<file path="src/rtl/dltq_pkg.sv">
// Package: sizes, codes, node layout and sequencer states of the timer queue.
`timescale 1ns / 1ps
`default_nettype none
package dltq_pkg;

  localparam int QUEUE_DEPTH = 16;
  localparam int ID_BITS     = 8;
  localparam int DELTA_W     = 32;
  localparam int PTR_W       = (QUEUE_DEPTH > 1) ? $clog2(QUEUE_DEPTH) : 1;
  localparam int CNT_W       = $clog2(QUEUE_DEPTH + 1);

  // Request codes
  localparam logic [1:0] FN_INSERT = 2'd0;
  localparam logic [1:0] FN_TICK   = 2'd1;
  localparam logic [1:0] FN_FLUSH  = 2'd2;

  // Result codes
  localparam logic [1:0] EV_ACCEPTED = 2'd0;
  localparam logic [1:0] EV_FULL     = 2'd1;
  localparam logic [1:0] EV_WOKEN    = 2'd2;

  // One list node as stored in the node memory
  typedef struct packed {
    logic [ID_BITS-1:0] id;
    logic [DELTA_W-1:0] delta;
    logic [PTR_W-1:0]   link;
  } node_t;

  typedef enum logic [2:0] {
    ST_IDLE,
    ST_INS_ALLOC,
    ST_INS_WALK,
    ST_INS_WRITE,
    ST_INS_LINK,
    ST_POP,
    ST_DRAIN
  } state_t;

endpackage
`default_nettype wire

</file>
<file path="src/rtl/delta_list_timer_queue.sv">
// Top level: delta-list timer queue built as a linked list in one node memory.
// Insert: result after states ALLOC, WALK (over the entries ahead of it), WRITE and, off the head, LINK.
// Tick/flush waking k waiters: k results, one per cycle, the final one marked last;
// a tick that wakes none gives no result. One request at a time; receiver cannot stall.
// A full-queue insert is answered the next cycle without going busy; an empty/no-op request gets no result.
// Synchronous active-low reset empties the queue at once; the node memory is not cleared.
`timescale 1ns / 1ps
`default_nettype none
module delta_list_timer_queue
  import dltq_pkg::*;
(
  input  wire logic        clk,
  input  wire logic        rst_n,
  input  wire logic        start,
  output logic             busy,
  input  wire logic [1:0]  in_func,
  input  wire logic [7:0]  in_waiter_id,
  input  wire logic [31:0] in_delay_ticks,
  output logic             out_valid,
  output logic [1:0]       out_event_res,
  output logic [7:0]       out_woken_id,
  output logic             out_last
);

  // Node memory: one write port, one registered read port
  node_t              mem [QUEUE_DEPTH];
  node_t              mem_rdata_r;
  logic [PTR_W-1:0]   mem_raddr;
  logic [PTR_W-1:0]   mem_waddr;
  node_t              mem_wdata;
  logic               mem_we;

  state_t             state_r, state_nxt;
  logic [PTR_W-1:0]   head_r, head_nxt;
  logic [PTR_W-1:0]   free_head_r, free_head_nxt;
  logic [CNT_W-1:0]   fresh_r, fresh_nxt;
  logic [CNT_W-1:0]   count_r, count_nxt;
  logic [PTR_W-1:0]   new_r, new_nxt;
  logic [PTR_W-1:0]   cur_r, cur_nxt;
  logic [PTR_W-1:0]   prev_r, prev_nxt;
  node_t              prev_node_r, prev_node_nxt;
  logic               prev_none_r, prev_none_nxt;
  logic [DELTA_W-1:0] rem_r, rem_nxt;
  logic [CNT_W-1:0]   k_r, k_nxt;
  logic [ID_BITS-1:0] id_r, id_nxt;
  logic               first_r, first_nxt;
  logic               flush_r, flush_nxt;
  logic               pend_valid_r, pend_valid_nxt;
  logic [ID_BITS-1:0] pend_id_r, pend_id_nxt;

  logic               out_valid_r, out_valid_nxt;
  logic [1:0]         out_event_r, out_event_nxt;
  logic [7:0]         out_woken_r, out_woken_nxt;
  logic               out_last_r, out_last_nxt;

  logic [DELTA_W-1:0] eff_delta;
  logic               head_due;

  // Memory access
  always_ff @(posedge clk) begin
    if (mem_we) begin
      mem[mem_waddr] <= mem_wdata;
    end
    mem_rdata_r <= mem[mem_raddr];
  end

  // Head delta after this tick's decrement (first node of a tick only)
  always_comb begin
    if (first_r && (mem_rdata_r.delta != '0)) begin
      eff_delta = mem_rdata_r.delta - DELTA_W'(1);
    end else begin
      eff_delta = mem_rdata_r.delta;
    end
    head_due = flush_r || (eff_delta == '0);
  end

  // Control registers
  always_ff @(posedge clk) begin
    if (!rst_n) begin
      state_r      <= ST_IDLE;
      fresh_r      <= '0;
      count_r      <= '0;
      pend_valid_r <= 1'b0;
      out_valid_r  <= 1'b0;
    end else begin
      state_r      <= state_nxt;
      fresh_r      <= fresh_nxt;
      count_r      <= count_nxt;
      pend_valid_r <= pend_valid_nxt;
      out_valid_r  <= out_valid_nxt;
    end
  end

  // Pointers and payload registers
  always_ff @(posedge clk) begin
    head_r      <= head_nxt;
    free_head_r <= free_head_nxt;
    new_r       <= new_nxt;
    cur_r       <= cur_nxt;
    prev_r      <= prev_nxt;
    prev_node_r <= prev_node_nxt;
    prev_none_r <= prev_none_nxt;
    rem_r       <= rem_nxt;
    k_r         <= k_nxt;
    id_r        <= id_nxt;
    first_r     <= first_nxt;
    flush_r     <= flush_nxt;
    pend_id_r   <= pend_id_nxt;
    out_event_r <= out_event_nxt;
    out_woken_r <= out_woken_nxt;
    out_last_r  <= out_last_nxt;
  end

  // Sequencer: next state, memory accesses and results
  always_comb begin
    state_nxt      = state_r;
    head_nxt       = head_r;
    free_head_nxt  = free_head_r;
    fresh_nxt      = fresh_r;
    count_nxt      = count_r;
    new_nxt        = new_r;
    cur_nxt        = cur_r;
    prev_nxt       = prev_r;
    prev_node_nxt  = prev_node_r;
    prev_none_nxt  = prev_none_r;
    rem_nxt        = rem_r;
    k_nxt          = k_r;
    id_nxt         = id_r;
    first_nxt      = first_r;
    flush_nxt      = flush_r;
    pend_valid_nxt = pend_valid_r;
    pend_id_nxt    = pend_id_r;
    out_valid_nxt  = 1'b0;
    out_event_nxt  = out_event_r;
    out_woken_nxt  = out_woken_r;
    out_last_nxt   = out_last_r;
    mem_raddr      = head_r;
    mem_we         = 1'b0;
    mem_waddr      = head_r;
    mem_wdata      = mem_rdata_r;

    case (state_r)
      ST_IDLE: begin
        if (start) begin
          case (in_func)
            FN_INSERT: begin
              if (count_r == CNT_W'(QUEUE_DEPTH)) begin
                out_valid_nxt = 1'b1;
                out_event_nxt = EV_FULL;
                out_woken_nxt = '0;
                out_last_nxt  = 1'b1;
              end else begin
                id_nxt        = in_waiter_id[ID_BITS-1:0];
                rem_nxt       = in_delay_ticks;
                k_nxt         = '0;
                prev_none_nxt = 1'b1;
                // fetch the free-list head in case no fresh node is left
                mem_raddr     = free_head_r;
                state_nxt     = ST_INS_ALLOC;
              end
            end
            FN_TICK, FN_FLUSH: begin
              if (count_r != '0) begin
                first_nxt      = 1'b1;
                flush_nxt      = (in_func == FN_FLUSH);
                pend_valid_nxt = 1'b0;
                mem_raddr      = head_r;
                state_nxt      = ST_POP;
              end
            end
            default: begin
            end
          endcase
        end
      end

      // Allocate a node: never-used nodes first, then the free list
      ST_INS_ALLOC: begin
        if (fresh_r < CNT_W'(QUEUE_DEPTH)) begin
          new_nxt   = fresh_r[PTR_W-1:0];
          fresh_nxt = fresh_r + CNT_W'(1);
        end else begin
          new_nxt       = free_head_r;
          free_head_nxt = mem_rdata_r.link;
        end
        if (count_r == '0) begin
          state_nxt = ST_INS_WRITE;
        end else begin
          mem_raddr = head_r;
          cur_nxt   = head_r;
          state_nxt = ST_INS_WALK;
        end
      end

      // Walk one entry per cycle, subtracting deltas
      ST_INS_WALK: begin
        if (mem_rdata_r.delta > rem_r) begin
          mem_we          = 1'b1;
          mem_waddr       = cur_r;
          mem_wdata.delta = mem_rdata_r.delta - rem_r;
          state_nxt       = ST_INS_WRITE;
        end else begin
          rem_nxt       = rem_r - mem_rdata_r.delta;
          prev_nxt      = cur_r;
          prev_node_nxt = mem_rdata_r;
          prev_none_nxt = 1'b0;
          k_nxt         = k_r + CNT_W'(1);
          if (k_r + CNT_W'(1) == count_r) begin
            state_nxt = ST_INS_WRITE;
          end else begin
            cur_nxt   = mem_rdata_r.link;
            mem_raddr = mem_rdata_r.link;
          end
        end
      end

      // Write the new node; link it at the head or go patch its predecessor
      ST_INS_WRITE: begin
        mem_we          = 1'b1;
        mem_waddr       = new_r;
        mem_wdata.id    = id_r;
        mem_wdata.delta = rem_r;
        mem_wdata.link  = cur_r;
        if (prev_none_r) begin
          head_nxt      = new_r;
          count_nxt     = count_r + CNT_W'(1);
          out_valid_nxt = 1'b1;
          out_event_nxt = EV_ACCEPTED;
          out_woken_nxt = '0;
          out_last_nxt  = 1'b1;
          state_nxt     = ST_IDLE;
        end else begin
          state_nxt = ST_INS_LINK;
        end
      end

      ST_INS_LINK: begin
        mem_we         = 1'b1;
        mem_waddr      = prev_r;
        mem_wdata      = prev_node_r;
        mem_wdata.link = new_r;
        count_nxt      = count_r + CNT_W'(1);
        out_valid_nxt  = 1'b1;
        out_event_nxt  = EV_ACCEPTED;
        out_woken_nxt  = '0;
        out_last_nxt   = 1'b1;
        state_nxt      = ST_IDLE;
      end

      // Pop due heads; each woken id is held until the next head shows whether it is last
      ST_POP: begin
        first_nxt = 1'b0;
        if (head_due) begin
          if (pend_valid_r) begin
            out_valid_nxt = 1'b1;
            out_event_nxt = EV_WOKEN;
            out_woken_nxt = 8'(pend_id_r);
            out_last_nxt  = 1'b0;
          end
          pend_valid_nxt = 1'b1;
          pend_id_nxt    = mem_rdata_r.id;
          if (!flush_r) begin
            // push the freed node on the free list
            mem_we         = 1'b1;
            mem_waddr      = head_r;
            mem_wdata.link = free_head_r;
            free_head_nxt  = head_r;
          end
          head_nxt  = mem_rdata_r.link;
          count_nxt = count_r - CNT_W'(1);
          if (count_r == CNT_W'(1)) begin
            state_nxt = ST_DRAIN;
          end else begin
            mem_raddr = mem_rdata_r.link;
          end
        end else begin
          if (first_r && (mem_rdata_r.delta != '0)) begin
            mem_we          = 1'b1;
            mem_waddr       = head_r;
            mem_wdata.delta = eff_delta;
          end
          if (pend_valid_r) begin
            out_valid_nxt = 1'b1;
            out_event_nxt = EV_WOKEN;
            out_woken_nxt = 8'(pend_id_r);
            out_last_nxt  = 1'b1;
          end
          pend_valid_nxt = 1'b0;
          state_nxt      = ST_IDLE;
        end
      end

      // Emit the held waiter as the final result; a flush frees every node
      ST_DRAIN: begin
        out_valid_nxt  = 1'b1;
        out_event_nxt  = EV_WOKEN;
        out_woken_nxt  = 8'(pend_id_r);
        out_last_nxt   = 1'b1;
        pend_valid_nxt = 1'b0;
        if (flush_r) begin
          fresh_nxt = '0;
        end
        state_nxt = ST_IDLE;
      end

      default: begin
        state_nxt = ST_IDLE;
      end
    endcase
  end

  assign busy          = (state_r != ST_IDLE);
  assign out_valid     = out_valid_r;
  assign out_event_res = out_event_r;
  assign out_woken_id  = out_woken_r;
  assign out_last      = out_last_r;

`ifndef SYNTHESIS
  a_count_bound: assert property (@(posedge clk) disable iff (!rst_n)
    count_r <= CNT_W'(QUEUE_DEPTH))
    else $error("entry count beyond queue depth");

  a_walk_in_list: assert property (@(posedge clk) disable iff (!rst_n)
    state_r == ST_INS_WALK |-> k_r < count_r)
    else $error("insert walk past end of list");

  a_pop_nonempty: assert property (@(posedge clk) disable iff (!rst_n)
    state_r == ST_POP |-> count_r != '0)
    else $error("pop from empty list");

  a_full_only_when_full: assert property (@(posedge clk) disable iff (!rst_n)
    (out_valid_r && out_event_r == EV_FULL) |-> $past(count_r) == CNT_W'(QUEUE_DEPTH))
    else $error("full reported with room left");
`endif

endmodule
`default_nettype wire

</file>
<file path="config.mk">
export PLATFORM = sky130hd
export DESIGN_NAME = delta_list_timer_queue
export DESIGN_NICKNAME = d
export VERILOG_FILES = /design/src/rtl/dltq_pkg.sv /design/src/rtl/delta_list_timer_queue.sv
export SDC_FILE = /design/constraint.sdc
export NUM_CORES = 1
export LEC_CHECK = 0
export ABC_AREA = 1
export BUFFER_PORTS_ARGS = -buffer_cell sky130_fd_sc_hd__buf_2
export CAP_MARGIN = 20
export CELL_PAD_IN_SITES_DETAIL_PLACEMENT = 0
export CELL_PAD_IN_SITES_GLOBAL_PLACEMENT = 1
export CORE_ASPECT_RATIO = 1.4
export CORE_MARGIN = 2
export CORE_UTILIZATION = 54
export DETAILED_ROUTE_END_ITERATION = 12
export PLACE_DENSITY = 0.93
export SLEW_MARGIN = 5
export SYNTH_ARGS = -nofsm -noshare
export SYNTH_HDL_FRONTEND = slang
export SYNTH_SLANG_ARGS = --single-unit
</file>
<file path="constraint.sdc">
create_clock -name clk -period 17.9 [get_ports clk]
set_input_delay 2.685 -clock clk [delete_from_list [all_inputs] [get_ports clk]]
set_output_delay 2.685 -clock clk [all_outputs]
set_load 0.02 [all_outputs]
</file>
==> Word-level counts from Yosys, hierarchy flattened <==
Memory sizes are Yosys's and may differ from the RTL's. A register that Yosys moved wholly into a read port is not among the register bits.
Cells that the tools add are included.
{ "op_classes": {"n_lt_le_gt_ge": 2, "n_eq_ne": 32, "muxes": 105, "reduce_logical": 37, "bitwise_logic": 2, "addsub": 7} }
{ "ops": {"columns": ["cell", "count"], "rows": [
  ["$mux 32", 8],
  ["$pmux 32 s4", 1],
  ["$mux 4", 19],
  ["$pmux 32 s2", 1],
  ["$sub 32x32->32", 2],
  ["$mux 5", 8],
  ["$mux 8", 5],
  ["$pmux 8 s5", 1],
  ["$pmux 4 s3", 3],
  ["$gt 32x32->1", 1],
  ["$logic_not 32->1", 1],
  ["$reduce_bool 32->1", 1],
  ["$sub 32x1->32 const B", 1],
  ["$mux 1", 30],
  ["$ne 2x2->1 const B", 14],
  ["$mux 3", 8],
  ["$pmux 4 s2", 3],
  ["$reduce_and 4->1", 6],
  ["$pmux 5 s2", 2],
  ["$reduce_and 6->1", 3],
  ["$pmux 8 s2", 1],
  ["$add 5x1->5 const B", 3],
  ["$pmux 3 s5", 1],
  ["$pmux 5 s3", 1],
  ["other kinds (33)", 61]
]} }
{ "word_totals": {"reg_bits": 142, "out_inout_bits": 13, "memories": 1, "mem_bits_rw": 704, "elab_cells": 208, "in_bits": 45} }
{ "mem_list": {"columns": ["memory", "depth", "word_bits", "rd", "rd_ports_with_merged_regs", "wr", "line_no", "source"], "rows": [
  ["mem", 16, 44, 1, 1, 1, "delta_list_timer_queue.sv:26", "node_t mem [QUEUE_DEPTH];"]
]} }

==> Logic depth before layout (Yosys ltp) <==
Gate-level depths: netlist of the first run.
{ "logic_depth": {"ltp_word": 9, "mapped_depth": 29, "ltp_nobuf": 26} }

==> Worst setup path after synthesis of the first run <==
Ideal clock, no wire load.
{ "synth_timing": {"path_type": "register -> register", "startpoint": "register, netlist name mem_rdata_r[7]", "endpoint": "memory mem[12][0] (netlist name) (enable)", "required_ps": 17454, "path_stages_with_launch": 20, "setup_slack_ps": 10695, "arrival_ps": 6759, "path_buffers": 1, "path_cell_list": "dfxtp_1 > inv_1 > ha_1 > clkbuf_1 > a21o_1 > a21oi_1 > o21ai_1 > nand2_1 > nand2_1 > nor2_1 > o21ai_2 > nand2_1 > inv_1 > nor2_1 > inv_1 > o211ai_1 > o21ai_0 > inv_1 > nand3_1 > nor2_1"} }
{ "synth_via": {"elab_chain_len": 9} }
{ "synth_rtl": {"columns": ["item", "line_no"], "rows": [
  ["branches (longest 9 deep; another with $sub 32x1->32)", null],
  ["end: declaration", "delta_list_timer_queue.sv:26"]
]} }
Several ways; the timed one is not identified.

==> Worst setup path in the final report of the first run <==
{ "layout_timing": {"startpoint": "register, netlist name mem_rdata_r[24]", "endpoint": "register, netlist name mem_rdata_r[18]"} }
{ "layout_via": {"elab_chain_len": 7} }
{ "layout_rtl": {"columns": ["item", "line_no", "source"], "rows": [
  ["branches (longest 6 deep; another with $sub 32x1->32)", null, null],
  ["$pmux 4 s3 *", "delta_list_timer_queue.sv:142", "case (state_r)"]
]} }
Mark *: on every way between the ends.
A chain may end at the register's enable or synchronous reset.

==> results.md, run 1 <==
- Slew Viols, Final: 0
- Layout fillers: approximately 6,600
- Top cells by area, synth: edfxtp_1 57%, nand3_1 10%, nand2_1 8.4%, inv_1 5.6%, dfxtp_1 2.7%
- Worst r2r dst: mem_rdata_r[18]$_DFF_P_
- Initial Utilization: a little over half
- Max-Cap Viols: 0
- Crit start category: flop
- Final Cycle Share: 37.7%
- Cell with the most instances after synthesis: nand2_1
- Reg-to-reg slack, setup: 11.16 ns
- Post-CTS sizing: 0
- Netlist cell types: 54
- Worst R2R Path Depth: 25
- IO Pins: 58
- Avg WL per Cell: 22.2 um
- Mapped Nets: between 4,000 and 5,000
- Setup TNS: 0 ns
- Latest clock arrival within the worst-skew pair: roughly 0.67 ns
- DRT iter0 DRCs: ~4,000
- Diode count: 0
- Worst-path clk slew: 0.07 ns
- Fmax achieved: 148 MHz
- Kind of critical path: flop to flop
- Top-area cell type share of the netlist area: 56.7%
- Grt total ovfl: 0
- Worst hold path class: flop to flop
- Seq/Total Area, Yosys: 59.4%
- TritonCTS clock tree: done
- Drt drc: 0
- Synth Cell Area: roughly 0.044 sq mm
- CP endpoint: mem_rdata_r[18]$_DFF_P_
- RD Place Congestion: 0.980
- Via density per instance: 5.81
- Fraction of registers with async set/reset: 0%
- H-tree Lvls: 3
- Row count: about 120
- Post-CTS Hold Fix Bufs: 0
- Tmin final: 6.74 ns
- Die area: around 0.084 sq mm
- Core area: 0.0805 sq mm
- CTS Sinks: ~900
- # port buffers: 57
- Antenna Nets Post-Route: 0
- Largest net degree at the start of global routing: 203
- CTS root buffer: clkbuf_16
- Relative slew margins: 14.6%
- Max clock buf depth: 3
- Synth Flop Type: edfxtp_1
- Syn Inst Count: 4,587
- Cells on Worst Hold Path: 0
- CTS buffer count: 85
- RSZ-0062 raised after global routing: no
- Final Skew: 0.0526 ns
- Worst EP required: 18.47 ns
- Worst Path Arrival: 7.31 ns
- DR vias: 33,200
- Area delta synth->final: 8.99%
- Synth area leader: edfxtp_1
- Count of final hold-check violations: 0
- Setup crit start: mem_rdata_r[24]$_DFF_P_
- Die H: 342 um
- Reg area: 0.0261 sq mm
- First-pass GRT wire length: 189,000 um
- R2r startpoint: mem_rdata_r[24]$_DFF_P_
- Multi-input gate area: 0.0142 sq mm
- Least-Margin Pin Slew: 1.28 ns
- #FFs+latches synth: 890
- Post CTS Setup Buffer Count: 0
- Die Wd: between 200 and 250 um
- Initial antenna violation count: 0
- Top cells by count, synth: 988 x nand2_1, 875 x nand3_1, 831 x edfxtp_1
- Setup Viol. Count Final: 0
- Syn. warnings: 0
- Critical Path Sink Type: flop
- Post-synthesis average cell area: 9.59 sq um
- Nets: roughly 4,700
- Post-Route WL: 127,000 um
- Status: finished clean
- Detailed-router iteration count before antenna repair: 8
- Share of cells above drive strength 1: under 10%
- Hpwl dp: 74,000 um
- Vias in the first global route: 31,400
- Crit Path Max Fanout: 72
- GR Util All Layers: roughly 30%
- Post-synth EDFFs: ~830
## metrics by stage
step / hold slack [ns] / cell area [sq um] / util (%) / instances / setup slack [ns]
final: 0.465 / 48000 / 59.6 / 5704 / 11.16
after CTS: 0.458 / 47800 / 59.4 / 5691 / 11.22
after global routing: 0.487 / 48000 / 59.6 / 5704 / 10.89
after global placement: 0.438 / 45000 / 55.9 / 5530 / 11.09
after detailed placement: 0.449 / 45000 / 56.0 / 5531 / 11.05
after floorplan: 0.426 / 44000 / - / 4587 / 10.70
## layer usage
| metal | vias to the layer above | share of wire, % | GRT usage [%] |
|---|---|---|---|
| li1 | 15400 | - | - |
| met1 | 15700 | 38 | 38.2 |
| met2 | 1692 | 48 | 49.9 |
| met3 | 345 | 8.5 | 3.85 |
| met4 | 0 | 5.3 | 15.5 |
| met5 | - | 0 | 0 |
## kinds of logic after synthesis
group | count (synthesis) | share of synthesized area, %
buffers and inverters | 910 | 8.72
adder cells (fa/ha/maj) | 74 | 2.14
AND/OR/NAND/NOR | 2216 | 22.5
XOR/XNOR | 78 | 1.55
AO/OA/AOI/OAI | 419 | 5.74
flip-flops | 890 | 59.4
## critical path, cell delays in order (launching register included)
cell and delay (ns):
dfxtp_1 0.57, inv_1 0.20, ha_1 0.50, nand2_1 0.16
nor2_1 0.28, inv_1 0.08, o21ai_0 0.62, inv_1 0.11
nand2_1 0.10, nor2_1 0.06, o21ai_2 0.25, nand2_1 0.23
nand2_2 0.19, nand2_1 0.06, nand3_1 0.07, nand3_1 0.08
inv_2 0.11, nand2_1 0.09, o21ai_4 0.06, buf_4 0.47
buf_4 0.81, buf_4 0.91, nand3_1 0.20, nand3_1 0.15
nand3_1 0.10, nand2_1 0.09
## placed cells by master, fill, tap and decap left out, types with 4 or more instances in the layout
| cell | synthesis | routed |
|---|---|---|
| bufinv_16 | 0 | 7 |
| clkbuf_1 | 103 | 18 |
| dfxtp_1 | 59 | 59 |
| inv_6 | 0 | 4 |
| o21ai_0 | 160 | 160 |
| o221ai_1 | 12 | 12 |
| o2111ai_1 | 8 | 8 |
| clkinv_2 | 0 | 19 |
| clkinv_1 | 3 | 15 |
| nand2_2 | 6 | 5 |
| nor2_1 | 216 | 194 |
| ha_1 | 72 | 72 |
| inv_16 | 0 | 4 |
| nand3_1 | 875 | 875 |
| inv_1 | 652 | 650 |
| a22oi_1 | 14 | 14 |
| a2111oi_0 | 4 | 4 |
| nor2_2 | 10 | 13 |
| o211ai_1 | 13 | 13 |
| o21ai_1 | 8 | 8 |
| inv_2 | 11 | 13 |
| nand2_1 | 988 | 987 |
| o21a_1 | 5 | 5 |
| a221oi_1 | 34 | 34 |
| nand3b_1 | 82 | 82 |
| clkinvlp_4 | 0 | 4 |
| buf_4 | 12 | 77 |
| xnor2_1 | 19 | 19 |
| or2_2 | 9 | 9 |
| edfxtp_1 | 831 | 831 |
| buf_2 | 86 | 57 |
| nor3_1 | 15 | 15 |
| nor2_4 | 3 | 22 |
| buf_12 | 0 | 4 |
| clkbuf_16 | 0 | 85 |
| a21o_1 | 9 | 9 |
| a31oi_1 | 5 | 5 |
| a21oi_1 | 126 | 126 |
| nand4_1 | 4 | 4 |
| xor2_1 | 59 | 59 |
## state kept, by name, indices dropped and copies added, names as in the netlist, 2 cells and up
name / flops
prev_node_r: 40
cur_r: 4
out_woken_id: 8
prev_r: 4
pend_id_r: 8
state_r: 3
mem_rdata_r: 44
new_r: 4
id_r: 8
free_head_r: 4
mem: 704
out_event_res: 2
k_r: 5
rem_r: 32
count_r: 5
head_r: 4
fresh_r: 5
## cell type report
| cell class | instances | area share [%] |
|---|---|---|
| clock buffer | 104 | 4.61 |
| sequential | 890 | 54.5 |
| multi-input combinational | 2787 | 29.7 |
| inverter | 666 | 5.21 |
| clock inverter | 56 | 1.21 |
| timing repair buffer | 139 | 2.02 |
| tap | 1062 | 2.77 |
## worst min path at each step
stage,start,to,slack [ns]
after detailed placement,mem_rdata_r[37]$_DFF_P_,pend_id_r[1]$_DFFE_PP_,0.45
after floorplan,mem_rdata_r[36]$_DFF_P_,pend_id_r[0]$_DFFE_PP_,0.43
after global routing,mem_rdata_r[40]$_DFF_P_,pend_id_r[4]$_DFFE_PP_,0.49
after CTS,mem_rdata_r[37]$_DFF_P_,prev_node_r[37]$_DFFE_PP_,0.46
final,mem_rdata_r[37]$_DFF_P_,pend_id_r[1]$_DFFE_PP_,0.46
after global placement,mem_rdata_r[40]$_DFF_P_,prev_node_r[40]$_DFFE_PP_,0.44
Power of run 1 is left out: the tool's default activity adds up to more than one toggle a clock period on the data nets, which glitch-free logic cannot reach.
==> run 2: changes to the inputs <==
--- a/config.mk
+++ b/config.mk
@@ -12,9 +12,9 @@
 export CELL_PAD_IN_SITES_GLOBAL_PLACEMENT = 1
 export CORE_ASPECT_RATIO = 1.4
 export CORE_MARGIN = 2
-export CORE_UTILIZATION = 54
+export CORE_UTILIZATION = 45
 export DETAILED_ROUTE_END_ITERATION = 12
-export PLACE_DENSITY = 0.93
+export PLACE_DENSITY = 0.84
 export SLEW_MARGIN = 5
 export SYNTH_ARGS = -nofsm -noshare
 export SYNTH_HDL_FRONTEND = slang
==> constraint.sdc (replaced) <==
create_clock -name clk -period 5.5 [get_ports clk]
set_input_delay 0.825 -clock clk [delete_from_list [all_inputs] [get_ports clk]]
set_output_delay 0.825 -clock clk [all_outputs]
set_load 0.02 [all_outputs]
==> results.md, run 2 (synthesis results as in run 1) <==
- Status: finished clean
- Post-Place Cell Area: 0.0463 sq mm (+2.8%)
- Initial antenna violation count: 4 (+4)
- CTS root buffer: clkbuf_16
- First-pass GRT wire length: 197,000 um (+4.2%)
- Cells on Worst Hold Path: 1 (+1)
- Area delta synth->final: 11.7%
- Grt total ovfl: 0 (unchanged)
- R2r startpoint: mem_rdata_r[22]$_DFF_P_
- Fmax achieved: 189 MHz (+27%)
- Top Registers: mem x704, mem_rdata_r x44, prev_node_r x40
- Worst Path Arrival: 5.65 ns (-1.66 ns)
- Share of cells above drive strength 1: 8.53% (+1.1 points)
- Most common cell after layout, fill and taps aside: nand2_1
- RD Place Congestion: 0.971 (-0.93%)
- Most Frequent Cell on Critical Path: nand2_1
- Avg WL per Cell: 21.9 um (-1.3%)
- GR Util All Layers: 26.2% (-3.7 points)
- Worst-path clk slew: 0.07 ns (about the same)
- CTS buffer count: 86 (+1.2%)
- Count of final hold-check violations: 0 (unchanged)
- Dpl cells: 5,833 (+5.5%)
- GRT met3 Usage: 2.55% (-1.3 points)
- Tmin final: 5.29 ns (-1.45 ns)
- Post-Route WL: 131,000 um (+3.7%)
- Die Wd: 268 um (+9.4%)
- Crit-path max cell delay: 0.53 ns (-0.38 ns)
- Largest net degree at the start of global routing: 152 (-25%)
- Drt drc: 0 (unchanged)
- Post-route core utilization: 50.8% (-8.8 points)
- Layout Cells excl Fill: 5,993 (+5.1%)
- Setup crit start: mem_rdata_r[22]$_DFF_P_
- CP Cell Sequence: inv_1 > ha_1 > nand2_1 > nor2_1 > nand2_1 > nor4_2 > nand2_1 > nand2_1 > nor2_1 > o21ai_2 > nand2_1 > nor2_2 > nand2_1 > o211ai_1 > o21ai_0 > inv_1 > nand3_1 > nor2_4 > buf_12
- Nets: 4,739 (+1.1%)
- IO Pins: 58 (unchanged)
- TritonCTS clock tree: done
- Die area: 0.100 sq mm (+20%)
- Die H: 374 um (+9.4%)
- Setup Viol. Count Final: 0 (unchanged)
- Commonest non-fill, non-tap cells in the layout: 987 x nand2_1, 875 x nand3_1, 831 x edfxtp_1
- Worst EP required: 5.86 ns (-12.61 ns)
- Crit start category: flop
- DR vias: 32,600 (-1.7%)
- Crit Path Max Fanout: 16 (-78%)
- GR peak layer: met2
- Register name with the most flops: mem
- Slew Viols, Final: 0 (unchanged)
- Slowest CP cell: ha_1
- Detailed-router iteration count before antenna repair: 6 (-2)
- Relative slew margins: 24.8% (+10 points)
- Final Cycle Share: 96.2% (+59 points)
- RSZ-0062 raised after global routing: yes
- Critical Path Sink Type: flop
- CTS Sinks: 890 (unchanged)
- Vias in the first global route: 31,800 (+1.2%)
- Max reg flops: 704 (unchanged)
- H-tree Lvls: 3 (unchanged)
- Met1 Use GR: 31.8% (-6.3 points)
- Layout fillers: 8,734 (+32%)
- Least-Margin Pin Slew: 1.12 ns (-0.165 ns)
- Worst hold path class: input port to flop
- Max-Cap Viols: 0 (unchanged)
- Final Skew: 0.0300 ns (-0.0226 ns)
- Max clock buf depth: 3 (unchanged)
- Worst R2R Path Depth: 19 (-24%)
- HP Start: in_waiter_id[7]
- Latest clock arrival within the worst-skew pair: 0.68 ns (about the same)
- Setup ws final: 0.211 ns (-10.95 ns)
- Pre-CTS setup slack: 0.237 ns (-10.81 ns)
- Row count: 135 (+9.8%)
- Antenna Nets Post-Route: 0 (unchanged)
- DRT iter0 DRCs: 2,968 (-27%)
- Post-CTS Hold Fix Bufs: 0 (unchanged)
- Hpwl dp: 86,000 um (+16%)
- Met2 usage: 45.9% (-4.0 points)
- Via density per instance: 5.44 (-6.5%)
- Core area: 0.0968 sq mm (+20%)
- # port buffers: 57 (unchanged)
- Initial Utilization: 45.5% (-9.2 points)
- Kind of critical path: flop to flop
- Layout Cell Area excl Fill: 0.0491 sq mm (+2.5%)
run 2: final timing paths:
| check | end | slack (ns) |
|---|---|---|
| setup reg to reg | mem[5][27]$_DFFE_PP_ | 0.21 |
| hold / removal | id_r[7]$_DFFE_PP_ | 0.32 |
| setup / recovery | mem[5][27]$_DFFE_PP_ | 0.21 |
| hold reg to reg | prev_node_r[40]$_DFFE_PP_ | 0.47 |
run 2: routing by layer:
layer	vias up	part of all wire [%]
li1	15500	-
met1	15700	39
met3	282	5.2
met4	0	5.2
met5	-	0
met2	1132	51
run 2: metrics by stage:
stage	TNS [ns]	hold slack, ns
floorplan	-105.15	0.426
detailed placement	0	0.458
CTS	0	0.277
global placement	0	0.441
global route	-0.466	0.301
finish	0	0.321
run 2: final cells by class:
type	instances	area [sq um]	area share [%]
multi-input cells	2787	14200	29.0
flip-flops and latches	890	26100	53.2
repair buffers	189	1790	3.64
clock buffers	109	2330	4.74
well taps	1301	1630	3.31
clock inverters	50	520	1.06
inverters	666	2500	5.09
diodes	1	2.50	0.00509
run 2: critical path, delay by kind of cell, from the launching register on:
| family | cells | cell delay, ns |
|---|---|---|
| buffers and inverters | 3 | 0.63 |
| and+or+nand+nor | 12 | 2.64 |
| AOI/OAI and AO/OA | 3 | 0.65 |
| adders and majority gates | 1 | 0.53 |
| DFF | 1 | 0.50 |
run 2: what timing repair did:
item | CTS | global route
buffers inserted | 0 | 0
endpoints found under the setup margin | 0 | 183
hold endpoints to repair | 0 | 0
resized for setup | 0 | 1
Power of run 2 is left out for the same reason.
